## src/hdl/suffixient_sample_scan_macros.svh

```systemverilog
// Assertion helpers used by the top-level RTL file.
`ifndef SUFFIXIENT_SAMPLE_SCAN_MACROS_SVH
`define SUFFIXIENT_SAMPLE_SCAN_MACROS_SVH

// Same-cycle implication, checked outside reset.
`define SSS_ASSERT_IMP(lbl, ante, cons) \
	lbl: assert property (@(posedge clk) disable iff (!arst_n) (ante) |-> (cons)) \
		else $error("sss: same-cycle check failed");

// Next-cycle implication, checked outside reset.
`define SSS_ASSERT_NXT(lbl, ante, cons) \
	lbl: assert property (@(posedge clk) disable iff (!arst_n) (ante) |=> (cons)) \
		else $error("sss: next-cycle check failed");

`endif

```

## src/hdl/sss_pkg.sv

```systemverilog
`timescale 1ns / 1ps
package sss_pkg;
	localparam int SSS_ALPHABET = 64;
	localparam int SSS_POS_BITS = 32;

	// register index, taken from paddr[2]
	localparam logic REG_TEXT_LENGTH   = 1'b0;
	localparam logic REG_ALPHABET_SIZE = 1'b1;

	typedef struct packed {
		logic accept;
		logic rd;
		logic ev;
		logic raise_rd;
		logic raise_wr;
		logic fin;
	} sss_cmd_t;

	typedef struct packed {
		logic start_scan;
		logic scan_done;
		logic flush;
		logic emit;
		logic pend_vld;
		logic out_free;
		logic raise_sel;
	} sss_sts_t;
endpackage

```

## src/hdl/sss_ctrl.sv

```systemverilog
`timescale 1ns / 1ps
module sss_ctrl
	import sss_pkg::*;
(
	input  logic     clk,
	input  logic     arst_n,
	input  logic     in_valid,
	output logic     in_ready,
	input  sss_sts_t sts,
	output sss_cmd_t cmd
);
	typedef enum logic [5:0] {
		S_IDLE     = 6'b000001,
		S_RD       = 6'b000010,
		S_EV       = 6'b000100,
		S_RAISE_RD = 6'b001000,
		S_RAISE_EV = 6'b010000,
		S_FIN      = 6'b100000
	} state_t;

	state_t state_q, state_d;

	always_ff @(posedge clk or negedge arst_n) begin
		if (!arst_n) begin
			state_q <= S_IDLE;
		end else begin
			state_q <= state_d;
		end
	end

	always_comb begin
		state_d  = state_q;
		cmd      = '0;
		in_ready = 1'b0;
		unique case (state_q)
			S_IDLE: begin
				in_ready = 1'b1;
				if (in_valid) begin
					cmd.accept = 1'b1;
					if (sts.start_scan) begin
						state_d = S_RD;
					end
				end
			end
			S_RD: begin
				if (sts.scan_done) begin
					state_d = sts.flush ? S_FIN : S_RAISE_RD;
				end else begin
					cmd.rd  = 1'b1;
					state_d = S_EV;
				end
			end
			S_EV: begin
				// a second sample pushes the held one out, so that needs room
				if (!(sts.emit && sts.pend_vld && !sts.out_free)) begin
					cmd.ev  = 1'b1;
					state_d = S_RD;
				end
			end
			S_RAISE_RD: begin
				cmd.raise_rd = 1'b1;
				state_d      = S_RAISE_EV;
			end
			S_RAISE_EV: begin
				cmd.raise_wr = 1'b1;
				state_d      = sts.raise_sel ? S_FIN : S_RAISE_RD;
			end
			S_FIN: begin
				if (!(sts.pend_vld && !sts.out_free)) begin
					cmd.fin = 1'b1;
					state_d = S_IDLE;
				end
			end
			default: begin
				state_d = S_IDLE;
			end
		endcase
	end
endmodule

```

## config.mk

```make
export PLATFORM = sky130hd
export DESIGN_NAME = sss_ctrl
export DESIGN_NICKNAME = d
export VERILOG_FILES = /design/src/hdl/suffixient_sample_scan_macros.svh /design/src/hdl/sss_pkg.sv /design/src/hdl/sss_ctrl.sv
export SDC_FILE = /design/constraint.sdc
export NUM_CORES = 1
export LEC_CHECK = 0
export BUFFER_PORTS_ARGS = -buffer_cell sky130_fd_sc_hd__buf_2
export CAP_MARGIN = 20
export CORE_AREA = 2 2 39 41
export CTS_CLUSTER_DIAMETER = 120
export DETAILED_ROUTE_END_ITERATION = 8
export DIE_AREA = 0 0 41 43
export PLACE_DENSITY_LB_ADDON = 0.05
export SLEW_MARGIN = 20
export SYNTH_ARGS = -nofsm -noshare
export SYNTH_HDL_FRONTEND = slang
export SYNTH_SLANG_ARGS = --single-unit
```

## constraint.sdc

```tcl
create_clock -name clk -period 2 [get_ports clk]
set_clock_uncertainty 0.15 [all_clocks]
set_input_delay 0.1 -clock clk [delete_from_list [all_inputs] [get_ports clk]]
set_output_delay 0.1 -clock clk [all_outputs]
set_load 0.03 [all_outputs]
```

==> impl_metrics.tcl, run 1 <==
set metrics [dict create \
    run_status "finished clean" \
    signal_arrival_time_at_the_worst_endpoint_ps 1930 \
    via_count_of_the_first_global_routing_pass 456 \
    cell_type_with_the_highest_aggregate_area_in_the_netlist "dfrtp_1" \
    critical_path.max_stage_delay_ps 560 \
    synth_fp_nets 58 \
    core_area_sq_um 1380 \
    yosys.cell_types.count 27 \
    ff_latch_area_sq_um 151 \
    die_area_sq_um 1760 \
    dpl_cell_area_sq_um 517 \
    drv.max_cap_violation_count 0 \
    critPathCaptureType "flop" \
    most-common-layout-cells "buf_2 (16), dlygate4sd3_1 (7), nand2_1 (5), dfrtp_1 (5), nor2_1 (4)" \
    setup.worst_path.start_class "flop" \
    setup_ws_ps 105 \
    postSynthRegisterBits 6 \
    worst_r2r_startpoint "state_q[5]" \
    minimum_clock_period_after_layout_ps 1900 \
    dp_hpwl_um 799 \
    syn_avg_cell_area_sq_um 8.94 \
    floorplan.initialDensity 0.310 \
    achievable_clock_frequency_ghz 0.528 \
    die_w_um 41 \
    num-nets-final 84 \
    ios 17 \
    worst_skew_pair.late_latency_ps 240 \
    critical_path.cell_chain "nor4_4 -> nand2_1 -> o22ai_1 -> dlygate4sd3_1" \
    largest-register "state_q" \
    regToRegSetupSlack_ps 100 \
    timing.final.crit_share 0.948 \
    critPathLaunch "state_q[5]" \
    layout.cell_area.non_filler_sq_um 622 \
    synth_warnings 0 \
    slew_viol_final 0 \
    grt_antenna_before_repair 0 \
    wl_per_instance_um 12.0 \
    min_path_type "input pin to asynchronous set/reset pin" \
    synthesis.area_sq_um 429 \
    synth_sequential_area_ratio 0.353 \
    detailedRoute.firstPassIterationCount 4 \
    numCtsBuffers 3 \
    setup_total_negative_slack_ps 0 \
    synthDominantCellAreaShare 0.292 \
    unrepaired_setup_endpoints_after_global_routing "false" \
    max-vdd-ir-drop_mv 0.360 \
    placement.setup.worst_slack_ps 411 \
    fin_worst_hold_slack_ps 58.8 \
    layout_commonest_cell "buf_2" \
    biggestRegsByFlops "state_q: 6 flops" \
    worst-endpoint-required_ps 2030 \
    grtUsageTotal 0.148 \
    drt_wl_total_um 1070 \
    layout-drive-gt1-share 0.356 \
    num_antenna_cells 0 \
    clock_tree_from_tritoncts "yes" \
    post_synth_main_area_contributors "dfrtp_1 (29%), dfstp_2 (6.1%), nor4_4 (5.0%)" \
    reg2reg_depth 4 \
    synth_compound_gate_area_share 0.163 \
    route.antenna.remaining_nets 0 \
    fin_total_pwr_uw 547 \
    synth.mux.area_fraction 0 \
    final-setup-viol-count 0 \
    cp_class "flop to flop" \
    crit_path_max_fanout 5 \
    largest_family_of_logic_cells_by_synthesized_area "simple AND/OR/NAND/NOR gates" \
    critical_path.reg2reg.endpoint "state_q[2]" \
    finalHoldViolations 0 \
    global_route_wire_length_before_repair_um 1730 \
    post_synthesis_adder_cell_area_fraction 0 \
    post_synth_inst_count 48 \
    critical_path.slowest_cell "dlygate4sd3_1" \
    timing.max_slew.rel_slack 0.799 \
    number_of_h_tree_branching_levels 1 \
    multiInputGateArea_sq_um 267 \
    viasPerCell 5.04 \
    ctsLongestPathBuffers 2 \
    power_density_nw_per_um2 879 \
    placedCellCount 78 \
    finalCoreUtilization 0.449 \
    layout-area-overhead-vs-synth_pct 44.9 \
    port-buffer-count 16 \
    rd_place_congestion 0.775 \
    grt_max_degree 9 \
    die_h_um 43 \
    largest_register_ff_count 6 \
    cts.sink_count 6 \
    first_iter_violations 9 \
    yosys.area_share.simple 0.417 \
    gr-total-overflow 0 \
    cts_setup_buffers 0 \
    drc 0 \
    cts-root-buf "clkbuf_4" \
    row_count 14 \
    final.fill_count 133 \
    clkSlewWorstSetupHoldPaths_ps 50 \
    layoutNonFillerInstCount 89 \
    dr_total_vias 449 \
    synth_xor_xnor_area_share 0.0204 \
    max_slew.worst_pin.slew_ps 301 \
    leakage_nw 0.299 \
]
layout make-up:
cell class,instances,share of cell area
multi-input combinational,38,0.429
sequential,6,0.243
timing repair buffer,23,0.241
clock buffer,4,0.0423
tap,16,0.0322
inverter,2,0.0121
cells in the mapped netlist, drive strengths merged:
| master | count |
|---|---|
| o211ai | 1 |
| o21ai | 2 |
| dfstp | 1 |
| o221ai | 1 |
| xor2 | 1 |
| nor4b | 1 |
| a221oi | 1 |
| nor3 | 1 |
| nor4 | 2 |
| and2 | 3 |
| a21oi | 3 |
| inv | 2 |
| nand2b | 1 |
| o22ai | 2 |
| nor2 | 4 |
| nand3b | 1 |
| nand2 | 5 |
| nand3 | 4 |
| nor2b | 3 |
| dfrtp | 5 |
| and3b | 2 |
| buf | 2 |
report_power, final:
group          total, mW  internal (mW)  switching, mW
sequential         0.190          0.148         0.0428
clock              0.120         0.0756         0.0440
combinational      0.237          0.110          0.126
total              0.547          0.334          0.213
worst max path at each step:
| stage | to | slack (ps) |
|---|---|---|
| finish | state_q[2] | 100 |
| global route | state_q[2] | 1 |
| CTS | state_q[2] | 60 |
| detailed placement | cmd[3] | 410 |
| global placement | cmd[3] | 420 |
| floorplan | cmd[3] | 320 |
metal layers:
layer,global-route usage,up-vias,share of wire
met3,0.0157,2,0.049
li1,-,224,-
met4,0.100,0,0.011
met1,0.175,201,0.42
met2,0.234,22,0.51
met5,0,-,0
kinds of logic after synthesis:
group | after synthesis
buffers and inverters | 4
xor gates and xnor gates | 1
DFF | 6
AOI/OAI and AO/OA | 10
and+or+nand+nor | 27
timing repair:
item                                    in CTS  in global routing
gates resized for setup                      0                  1
hold buffers                                 7                  0
endpoints found under the setup margin       0                  2
endpoints found under the hold margin       10                  0
worst max-delay path, delay by kind of cell, from the launching register on:
kind,cells,cell delay (ps)
AO/OA/AOI/OAI,1,130
buffers and inverters,1,560
AND/OR/NAND/NOR,2,530
flip-flops,1,460
No activity file was read; power rests on OpenSTA's default activity.
==> run 2, diff against run 1 <==
ABC_AREA = 1   (was not set)
CELL_PAD_IN_SITES_DETAIL_PLACEMENT = 1   (was not set)
CELL_PAD_IN_SITES_GLOBAL_PLACEMENT = 1   (was not set)
CORE_AREA = not set   (was 2 2 39 41)
CORE_ASPECT_RATIO = 1.2   (was not set)
CORE_MARGIN = 2   (was not set)
CORE_UTILIZATION = 28   (was not set)
DIE_AREA = not set   (was 0 0 41 43)
clock period = 1.6 ns   (was 2 ns; I/O delays follow)
==> impl_metrics.tcl, run 2 <==
set metrics [dict create \
    final-setup-viol-count 0 \
    setup.worst_path.start_class "flop" \
    hold_depth 4 \
    layout-area-overhead-vs-synth_pct 50.0 \
    largest_register_ff_count 6 \
    synth_xor_xnor_area_share 0 \
    largest-register "state_q" \
    most-common-layout-cells "nor2_1 (11), inv_1 (10), nand2_1 (10), buf_2 (10)" \
    row_count 15 \
    worst_skew_pair.late_latency_ps 250 \
    synthesis.area_sq_um 443 \
    power_density_nw_per_um2 1340 \
    numCtsBuffers 3 \
    route.antenna.remaining_nets 0 \
    grt_max_degree 7 \
    num_antenna_cells 0 \
    cts-root-buf "clkbuf_4" \
    signal_arrival_time_at_the_worst_endpoint_ps 1290 \
    critPathCaptureType "output port" \
    cell_types_with_the_highest_counts_after_synthesis "inv_1 (11), nor2_1 (11), nand2_1 (10)" \
    run_status "finished clean" \
    synth_warnings 0 \
    yosys.cell_types.count 18 \
    core_area_sq_um 1460 \
    synthDominantCellAreaShare 0.282 \
    clock_tree_from_tritoncts "yes" \
    synth.mux.area_fraction 0 \
    first_iter_violations 1 \
    placement.setup.worst_slack_ps 257 \
    die_area_sq_um 1920 \
    wl_per_instance_um 11.2 \
    min_path_type "input pin to flop" \
    layout_commonest_cell "nor2_1" \
    max-vdd-ir-drop_mv 0.436 \
    post_synth_inst_count 63 \
    synth_fp_nets 73 \
    port-buffer-count 16 \
    timing.final.crit_share 0.953 \
    post_synth_main_area_contributors "dfrtp_1 (28%), inv_1 (9.3%), nor2_1 (9.3%)" \
    postSynthRegisterBits 6 \
    cts.sink_count 6 \
    viasPerCell 4.50 \
    ctsLongestPathBuffers 2 \
    cp_class "flop to output port" \
    worst-endpoint-required_ps 1370 \
    ios 17 \
    cell_type_with_the_highest_aggregate_area_in_the_netlist "dfrtp_1" \
    number_of_h_tree_branching_levels 1 \
    max_slew.worst_pin.slew_ps 270 \
    grt_antenna_before_repair 0 \
    rd_place_congestion 0.664 \
    crit_path_max_fanout 6 \
    dp_hpwl_um 935 \
    syn_avg_cell_area_sq_um 7.03 \
    layout.cell_area.non_filler_sq_um 664 \
    layout-drive-gt1-share 0.443 \
    async_reset_ff_frac 1.00 \
    largest_family_of_logic_cells_by_synthesized_area "simple AND/OR/NAND/NOR gates" \
    synth_compound_gate_area_share 0.0424 \
    detailedRoute.firstPassIterationCount 2 \
    floorplan.initialDensity 0.303 \
    setup_ws_ps 76.0 \
    fin_total_pwr_uw 892 \
    num-nets-final 99 \
    die_w_um 40.3 \
    achievable_clock_frequency_ghz 0.656 \
    slew_viol_final 0 \
    finalHoldViolations 0 \
    minimum_clock_period_after_layout_ps 1520 \
    yosys.area_share.simple 0.489 \
    drv.max_cap_violation_count 0 \
    synthFlopType "dfrtp_1" \
    via_count_of_the_first_global_routing_pass 414 \
    grtUsageTotal 0.143 \
    reg2reg_depth 6 \
    post_synthesis_adder_cell_area_fraction 0 \
    timing.max_slew.rel_slack 0.819 \
    dpl_cell_area_sq_um 537 \
    leakage_nw 0.383 \
    synth_edf_count 0 \
    biggestRegsByFlops "state_q: 6 flops" \
    clkSlewWorstSetupHoldPaths_ps 60 \
    synth_sequential_area_ratio 0.342 \
    global_route_wire_length_before_repair_um 1800 \
    drt_wl_total_um 1170 \
    dr_total_vias 472 \
    drc 0 \
    gr-total-overflow 0 \
    die_h_um 47.6 \
]
[run 2: cell types whose count changed after synthesis, moves of 2 or more]
cell	delta
nand4_1	+2
nor2b_1	-3
and2_1	-3
nor2_4	+2
o21ai_0	-2
inv_1	+9
a21oi_2	-2
nor2_1	+7
nor2_2	+6
nand3_1	+2
nand2_1	+5
inv_2	+2
[run 2: repair_timing]
action                     in CTS  in global routing
setup buffers                   0                  1
hold endpoints to repair       10                  0
setup endpoints to repair       1                  5
pin swaps                       0                  2
gates resized for setup         1                 15
hold buffers                    5                  0
[run 2: layout make-up]
class / count / area, sq um
multi-input combinational: 43 / 263
fill: 200 / 800
clock buffer: 4 / 26.3
inverter: 13 / 48.8
sequential: 6 / 153
timing repair buffer: 22 / 153
tap: 17 / 21.3
[run 2: routing by layer]
metal  wire length [um]  track usage  up-vias
met5                  0            0        -
met4                  0       0.0600        0
met3                 45       0.0419        0
met2                608        0.229       10
met1                521        0.178      220
li1                   -            -      242
[run 2: critical path, cell delays in order (launching register included)]
cell	delay, ps
dfrtp_1	420
nor2_4	230
nand3_1	110
nor2_1	100
clkbuf_4	190
[run 2: where the power goes]
part	leakage [nW]	total (mW)	switching [mW]	internal (mW)
clock	0.0150	0.158	0.0631	0.0950
sequential	0.0771	0.236	0.0371	0.199
combinational	0.291	0.498	0.311	0.187
total	0.383	0.892	0.411	0.480
[run 2: per-stage QoR]
step | hold WS, ps | TNS [ps] | util | cells
floorplan | -366 | 0 | - | 63
global placement | -238 | 0 | 0.367 | 95
detailed placement | -238 | 0 | 0.367 | 95
CTS | 1.47 | 0 | 0.421 | 104
global route | 10.2 | -33.8 | 0.454 | 105
finish | 10.4 | 0 | 0.454 | 105
[run 2: final timing paths]
check	endpoint	start	slack (ps)
setup / recovery	cmd[0]	state_q[2]	80
hold / removal	state_q[0]	in_valid	10
setup reg to reg	state_q[0]	state_q[2]	240
hold reg to reg	state_q[3]	state_q[1]	480
max in group asynchronous	state_q[0]	arst_n	1010
min in group asynchronous	state_q[3]	arst_n	50
[run 2: cells by family (layout without fill, tap and decap cells)]
| kind of cell | count (synthesis) | count (layout) |
|---|---|---|
| simple gates | 40 | 40 |
| flops | 6 | 6 |
| buf+inv | 14 | 39 |
| compound gates | 3 | 3 |
==> run 3, diff against run 2 <==
ABC_AREA = not set   (was 1)
CORE_ASPECT_RATIO = not set   (was 1.2)
CORE_UTILIZATION = 29   (was 28)
==> impl_metrics.tcl, run 3 (synthesized netlist as in run 1, its figures left out) <==
set metrics [dict create \
    via_count_of_the_first_global_routing_pass 520 \
    critPathCaptureType "output port" \
    grt_max_degree 9 \
    setup.worst_path.start_class "flop" \
    ios 17 \
    most-common-layout-cells "buf_4 (12), buf_2 (9), dlygate4sd3_1 (8)" \
    power_density_nw_per_um2 1110 \
    setup_total_negative_slack_ps -563 \
    global_route_wire_length_before_repair_um 2230 \
    grt_antenna_before_repair 0 \
    max-vdd-ir-drop_mv 0.638 \
    critical_path.reg2reg.endpoint "state_q[5]" \
    num-nets-final 95 \
    layout-area-overhead-vs-synth_pct 79.9 \
    num_antenna_cells 0 \
    finalCoreUtilization 0.579 \
    run_status "complete, but fails checks" \
    drt_wl_total_um 1330 \
    minimum_clock_period_after_layout_ps 1730 \
    layout.cell_area.non_filler_sq_um 772 \
    worst_skew_pair.late_latency_ps 250 \
    core_area_sq_um 1330 \
    fin_worst_hold_slack_ps 33.9 \
    dpl_cell_area_sq_um 527 \
    placement.setup.worst_slack_ps 69.0 \
    reg2reg_depth 6 \
    unrepaired_setup_endpoints_after_global_routing "true" \
    regToRegSetupSlack_ps 40 \
    clock_tree_from_tritoncts "yes" \
    violations_in_the_final_reports "setup timing" \
    biggestRegsByFlops "state_q: 6 flops" \
    worst-endpoint-required_ps 1370 \
    die_w_um 42.5 \
    drc 0 \
    final.fill_count 163 \
    fin_total_pwr_uw 854 \
    final-setup-viol-count 6 \
    number_of_h_tree_branching_levels 1 \
    layoutNonFillerInstCount 99 \
    rd_place_congestion 0.698 \
    route.antenna.remaining_nets 0 \
    placedCellCount 78 \
    wl_per_instance_um 13.4 \
    drv.max_cap_violation_count 0 \
    floorplan.initialDensity 0.322 \
    dr_total_vias 503 \
    largest_register_ff_count 6 \
    layout_commonest_cell "buf_4" \
    timing.max_slew.rel_slack 0.791 \
    row_count 13 \
    crit_path_max_fanout 4 \
    cts-root-buf "clkbuf_4" \
    layout-drive-gt1-share 0.560 \
    detailedRoute.firstPassIterationCount 4 \
    setup_ws_ps -131 \
    numCtsBuffers 3 \
    signal_arrival_time_at_the_worst_endpoint_ps 1500 \
    ctsLongestPathBuffers 2 \
    dp_hpwl_um 898 \
    achievable_clock_frequency_ghz 0.578 \
    max_slew.worst_pin.slew_ps 311 \
    cp_class "flop to output port" \
    die_area_sq_um 1800 \
    gr-total-overflow 0 \
    worst_r2r_startpoint "state_q[3]" \
    largest-register "state_q" \
    min_path_type "input pin to asynchronous set/reset pin" \
    slew_viol_final 0 \
    timing.final.crit_share 1.08 \
    port-buffer-count 16 \
    cts.sink_count 6 \
    die_h_um 42.5 \
    leakage_nw 0.350 \
    finalHoldViolations 0 \
    viasPerCell 5.08 \
    first_iter_violations 5 \
    clkSlewWorstSetupHoldPaths_ps 50 \
    grtUsageTotal 0.172 \
]
==> run 3: cell types whose count changed in the layout (fill, tap and decap cells not counted), moves of 3 or more <==
cell	change
nor2_4	-4
nor2_2	-4
a21oi_2	+3
dfrtp_2	+3
buf_6	+4
inv_2	-3
nor2_1	-7
dfrtp_1	-3
buf_4	+7
nor2b_1	+3
dlygate4sd3_1	+3
inv_1	-8
nand2_1	-6
==> run 3: repair_timing <==
| action | in CTS | in global routing |
|---|---|---|
| pin swaps | 6 | 9 |
| endpoints found under the hold margin | 10 | 0 |
| endpoints found under the setup margin | 7 | 9 |
| resized for setup | 12 | 10 |
| setup buffers | 5 | 4 |
| hold buffers | 8 | 0 |
==> run 3: power by group <==
part           switching, mW  internal [mW]  leakage [nW]
clock network         0.0616         0.0949        0.0150
logic                  0.197          0.261         0.262
registers             0.0533          0.186        0.0732
total                  0.312          0.542         0.350
==> run 3: worst max path at each step <==
stage | from | endpoint
2_1_floorplan | state_q[3] | cmd[5]
3_3_place_gp | state_q[3] | cmd[5]
3_5_place_dp | state_q[5] | cmd[3]
4_1_cts | state_q[4] | cmd[4]
5_1_grt | state_q[4] | cmd[1]
6_report | state_q[3] | cmd[4]
==> run 3: critical path: stages (launching register included) <==
cell	delay, ps
dfrtp_2	430
nor4_4	300
buf_4	160
nand3b_1	90
nor2_1	100
buf_4	160
==> run 3: area by class of cell <==
cell class	count	area [sq um]	share of cell area
well taps	15	18.8	0.0243
clock buffers	4	26.3	0.0340
inverters	2	7.51	0.00972
flip-flops and latches	6	156	0.203
repair buffers	34	268	0.347
multi-input cells	38	295	0.382
==> run 3: layer usage <==
| metal | global-route usage | vias up | part of all wire |
|---|---|---|---|
| met3 | 0.0431 | 3 | 0.049 |
| met5 | 0 | - | 0 |
| li1 | - | 242 | - |
| met2 | 0.280 | 17 | 0.48 |
| met4 | 0.113 | 0 | 0.023 |
| met1 | 0.197 | 241 | 0.45 |
